$ cat src/hdl/ffa_ram.sv
// ---------------------------------------------------------------------------
// ffa_ram
// Generic single-write, single-read RAM with registered read data.
// ---------------------------------------------------------------------------
module ffa_ram #(
    parameter int WIDTH = 8,
    parameter int DEPTH = 16
) (
    input  logic                     i_clk,
    input  logic                     i_we,
    input  logic [$clog2(DEPTH)-1:0] i_waddr,
    input  logic [WIDTH-1:0]         i_wdata,
    input  logic [$clog2(DEPTH)-1:0] i_raddr,
    output logic [WIDTH-1:0]         o_rdata
);
    logic [WIDTH-1:0] r_mem [DEPTH];
    logic [WIDTH-1:0] r_rdata;

    always_ff @(posedge i_clk) begin
        if (i_we) begin
            r_mem[i_waddr] <= i_wdata;
        end
        r_rdata <= r_mem[i_raddr];
    end

    assign o_rdata = r_rdata;
endmodule

$ cat config.mk
export PLATFORM = sky130hd
export DESIGN_NAME = ffa_ram
export DESIGN_NICKNAME = d
export VERILOG_FILES = /design/src/hdl/ffa_ram.sv
export SDC_FILE = /design/constraint.sdc
export NUM_CORES = 1
export LEC_CHECK = 0
export BUFFER_PORTS_ARGS = -buffer_cell sky130_fd_sc_hd__buf_2
export CORE_ASPECT_RATIO = 1.75
export CORE_MARGIN = 2
export CORE_UTILIZATION = 54
export CTS_CLUSTER_DIAMETER = 50
export CTS_CLUSTER_SIZE = 10
export DETAILED_ROUTE_END_ITERATION = 6
export PLACE_DENSITY = 0.74
export REMOVE_ABC_BUFFERS = 1
export SLEW_MARGIN = 40
export SYNTH_ARGS = -nofsm -noshare
export SYNTH_HDL_FRONTEND = slang
export SYNTH_SLANG_ARGS = --single-unit
$ cat constraint.sdc
create_clock -name i_clk -period 2.1 [get_ports i_clk]
set_clock_uncertainty 0.15 [all_clocks]
set_input_delay 0.42 -clock i_clk [delete_from_list [all_inputs] [get_ports i_clk]]
set_output_delay 0.42 -clock i_clk [all_outputs]
set_load 0.02 [all_outputs]
# Yosys cells after proc, flatten, opt, wreduce, memory -nomap -nowiden
# Memory sizes are Yosys's and may differ from the RTL's. A register that Yosys moved wholly into a read port is not among the register bits.
# Index checks and enable logic that the tools add are counted.
[word_totals] ff_bits=0 mem_bits_rw=128 inputBits=18 output_inout_bits=8 wordCells=3 mem_count=1
[op_classes] muxes=2
[memory_table] name="r_mem" words=16 width=8 rd=1 rd_ports_with_merged_regs=1 write_ports=1 line_no="16" text="logic [WIDTH-1:0] r_mem [DEPTH];"
[op_table] op="2-to-1 mux 1 bit" count=2

# Logic depth before layout (Yosys ltp)
[depth] ltp_word=2 ltp_mapped=5 depth_no_buf=3

# Worst setup path before layout
# Ideal clock, no wire load.
[synth_path] path_type="input-to-reg" from="input port i_waddr[2]" to="memory r_mem[0][0] (enable)" setup_time_ps=383 arrival_ps=1530 t_required_ps=1567 setup_slack_ps=37 path_stages=2 n_path_buf=0 path_cell_list="or3b_2 nor3_1"
[synth_rtl] element="from (decl)" line_no="11" text="input logic [$clog2(DEPTH)-1:0] i_waddr,"
[synth_rtl] element="to (decl)" line_no="16"
# No word-level cell before the write port.

# Worst setup path after layout
[layout_path] from="input port i_waddr[2]" to="memory r_mem[0][6] (enable)"
# No word-level cell before the write port.

==> summary by stage <==
Status
The flow ran to the end, and the final reports show no timing, DRC or antenna violations.

CTS
The TritonCTS clock tree is done. The depth of the CTS H-tree is 4. The maximum clock insertion buffer count is 2. The number of clock sinks seen by CTS is about 140. The clock root buffer is clkbuf_16. After clock tree synthesis, the clock-pin slew on the worst setup and hold paths is ~0.060 ns. In this run, CTS created clock tree buffers numbering 17. The later pin in the worst-skew pair is clocked with a latency of around 0.41 ns.

The hold buffer count at cts is 0. The number of post-CTS setup repair buffers is 0. After clock tree synthesis, the repair step resized 0 gates.

Die
Row generation in the floorplan step produced 47 rows. The initial utilization of the core area, before any placement, comes to ~55%. The die height is between 100 and 150 µm.

The floorplan core area is about 0.0094 mm². From left edge to right edge, the die measures 77.8 µm. The number of top-level pins is 26. The die area is approximately 0.010 mm².

Drt
The number of search-and-repair iterations in the first detailed-routing pass is 6. The remaining design rule violation count is 0. The per-cell routed wire length is ~22 µm. Wires add up to approximately 9400 µm. The number of violations reported at the end of detailed-routing iteration 0 is between 200 and 250. The count of nets left with antenna violations once routing finished came out at 0.

The ratio of routed vias to standard cells is between 5 and 6. The overall via count from detail_route is between 2k and 2.5k.

STA
The final setup violation count is 0. The portion of the clock cycle consumed by the worst path in the final layout is between 70% and 80%. The setup TNS is 0 ns. In this run the tightest slew margin relative to its limit is between 70% and 80%. The post-route minimum period is 1.51 ns. At the pin with the least slew margin, the transition time is between 0.3 and 0.4 ns.

The worst hold-check slack is about 0.24 ns. The fmax is about 660 MHz. Setup repair after global routing left no endpoint under its margin. The final hold violation count was 0. The number of pins exceeding their max-slew limit in the final report is 0.

Placed design
Once placement completed, the tool counted placed cells totaling just under 400. Routability-driven placement finished with a final weighted congestion of ~0.73. Port buffering added 25 buffers.

After legalization and detailed placement, the total HPWL measured about 6200 µm.

Pwr
The proportion of power drawn by flip-flops and latches is approximately half. The total power divided by cell area is 995 mW/mm². The switching part of the total power is between 10% and 20%. The internal power summed over all cells is ~5 mW.

The fraction of power consumed by the clock network is 44.7%. The worst vdd rail ir drop is 0.000673 V. After layout, the design draws a total of slightly above 6 mW.

Combinational logic is responsible for ~5% of the overall power. For this design the static power due to leakage is between 2 and 2.5 nW. Summed over all nets, the switching power comes to about 1.2 mW.

Synthesis
After synthesis, the netlist uses 19 different library cells. The sequential element share of the synthesized area is roughly 78%. During synthesis, Yosys emitted a total of 0 warnings.

The synthesized design contains between 100 and 150 register bits. The instance count of the mapped netlist is 229. Each instance of the synthesized netlist takes up on average about 22 µm². The mapped netlist covers around 0.005 mm².

Setup path
The critical path launch point type is an input port. The maximum fanout along the worst path is 8. STA classifies the critical path endpoint as a flip-flop. In this run the register-to-register setup slack is 0.64 ns. The category of the most critical setup path is input port to flip-flop. The data arrival time of the worst path is around 1.5 ns. For the worst setup path, the data required time is between 2 and 2.5 ns.

Hold path
The worst min-delay path class is input port to flip-flop.

Final layout
The number of nets in the finished design is around 310. For this run, the number of standard cells in the final layout without fillers is 422. The post-route netlist has between 30% and 40% of its cells at a drive strength greater than 1. The number of diodes added for antenna fixing is 0. The area growth from synthesis to layout is 18.3%.

Global routing
The wire length of the first global-routing pass is 14400 µm. Entering global routing, the biggest net connects 33 pins. Global routing used 20.1% of the available tracks. The number of antenna violations at the first check in global routing is 0. For this run the aggregate overflow at the end of global routing stands at 0. The via count of the first global-routing pass is roughly 2.6k.

Flow run
The number of maximum-capacitance violations is 0.
-- power by group through the flow --
stage | Combinational, mW | Sequential, mW | Clock [mW]
finish | 0.298 | 3.05 | 2.71
floorplan | 0.122 | 3.13 | 0
CTS | 0.303 | 3.06 | 2.74
detailed placement | 0.300 | 3.11 | 0
global route | 0.324 | 3.06 | 2.86
global placement | 0.292 | 3.11 | 0
-- stage by stage --
stage	setup WS, ns	utilization, %	area (µm²)
after floorplan	0.0371	-	5060
after global placement	0.157	59.3	5540
after detailed placement	0.160	59.3	5540
after CTS	0.556	65.1	6090
after global routing	0.512	65.1	6090
final	0.589	65.1	6090
-- worst max-delay path: stages --
cell and delay (ns):
buf_2 0.11, or3b_2 0.52, nor3_1 0.18, buf_4 0.23
-- cells in the final DEF, fill, tap and decap left out --
cell	instances
edfxtp_1	128
buf_2	25
buf_4	22
mux4_2	18
clkbuf_16	17
a22oi_1	16
mux4_1	14
nor2_1	13
nand2_1	9
dfxtp_1	8
clkinv_1	5
nor3_1	4
clkbuf_1	3
clkinv_2	3
nand3b_1	2
nand2b_1	2
clkinvlp_4	2
bufinv_16	2
buf_12	2
nor2b_1	1
and2_1	1
and2b_1	1
nand3_1	1
or3b_2	1
-- cells in the mapped netlist --
cell	instances	area [µm²]
a22oi_1	16	120
nor2b_1	1	6.26
nor3_1	4	20.0
dfxtp_1	8	160
or3b_2	1	8.76
nand2_1	9	33.8
buf_6	3	33.8
nand3b_1	2	15.0
nor2_1	13	48.8
nand2b_1	2	12.5
and2_1	1	6.26
clkdlybuf4s25_2	3	30.0
mux4_2	18	405
and2b_1	1	7.51
edfxtp_1	128	3840
nand3_1	1	5.00
buf_2	3	15.0
mux4_1	14	368
buf_4	1	7.51
-- layout make-up --
| type | instances | area [µm²] |
|---|---|---|
| well taps | 122 | 153 |
| repair buffers | 49 | 330 |
| multi-input cells | 83 | 1060 |
| fillers | 596 | 3260 |
| flip-flops and latches | 136 | 4000 |
| clock inverters | 12 | 109 |
| clock buffers | 20 | 437 |
-- final timing paths --
check | from | end | depth (start not counted)
min | i_wdata[3] | r_mem[15][3] | 1
max | i_waddr[2] | r_mem[0][6] | 4
min reg2reg | r_mem[12][4] | o_rdata[4] | 3
max reg2reg | r_mem[3][4] | o_rdata[4] | 3
-- registers in the layout, indices dropped and copies added (netlist names) --
signal,flops
r_mem,128
o_rdata,8
-- layer usage --
layer  up-vias  wire [µm]  track usage (%)
met5         -          0                0
met2        79       5350             35.1
met4         0        216             9.72
li1       1090          -                -
met3        23        367             5.96
met1      1242       3490             22.2
-- logic make-up (layout without fill, tap and decap cells) --
logic type	Yosys count	after routing	share of synthesized area [%]
AOI/OAI and AO/OA	16	16	2.33
and+or+nand+nor	35	35	3.18
DFF	136	136	77.8
muxes	32	32	15.0
buffers and inverters	10	81	1.68
(Power assumes the default switching activity.)
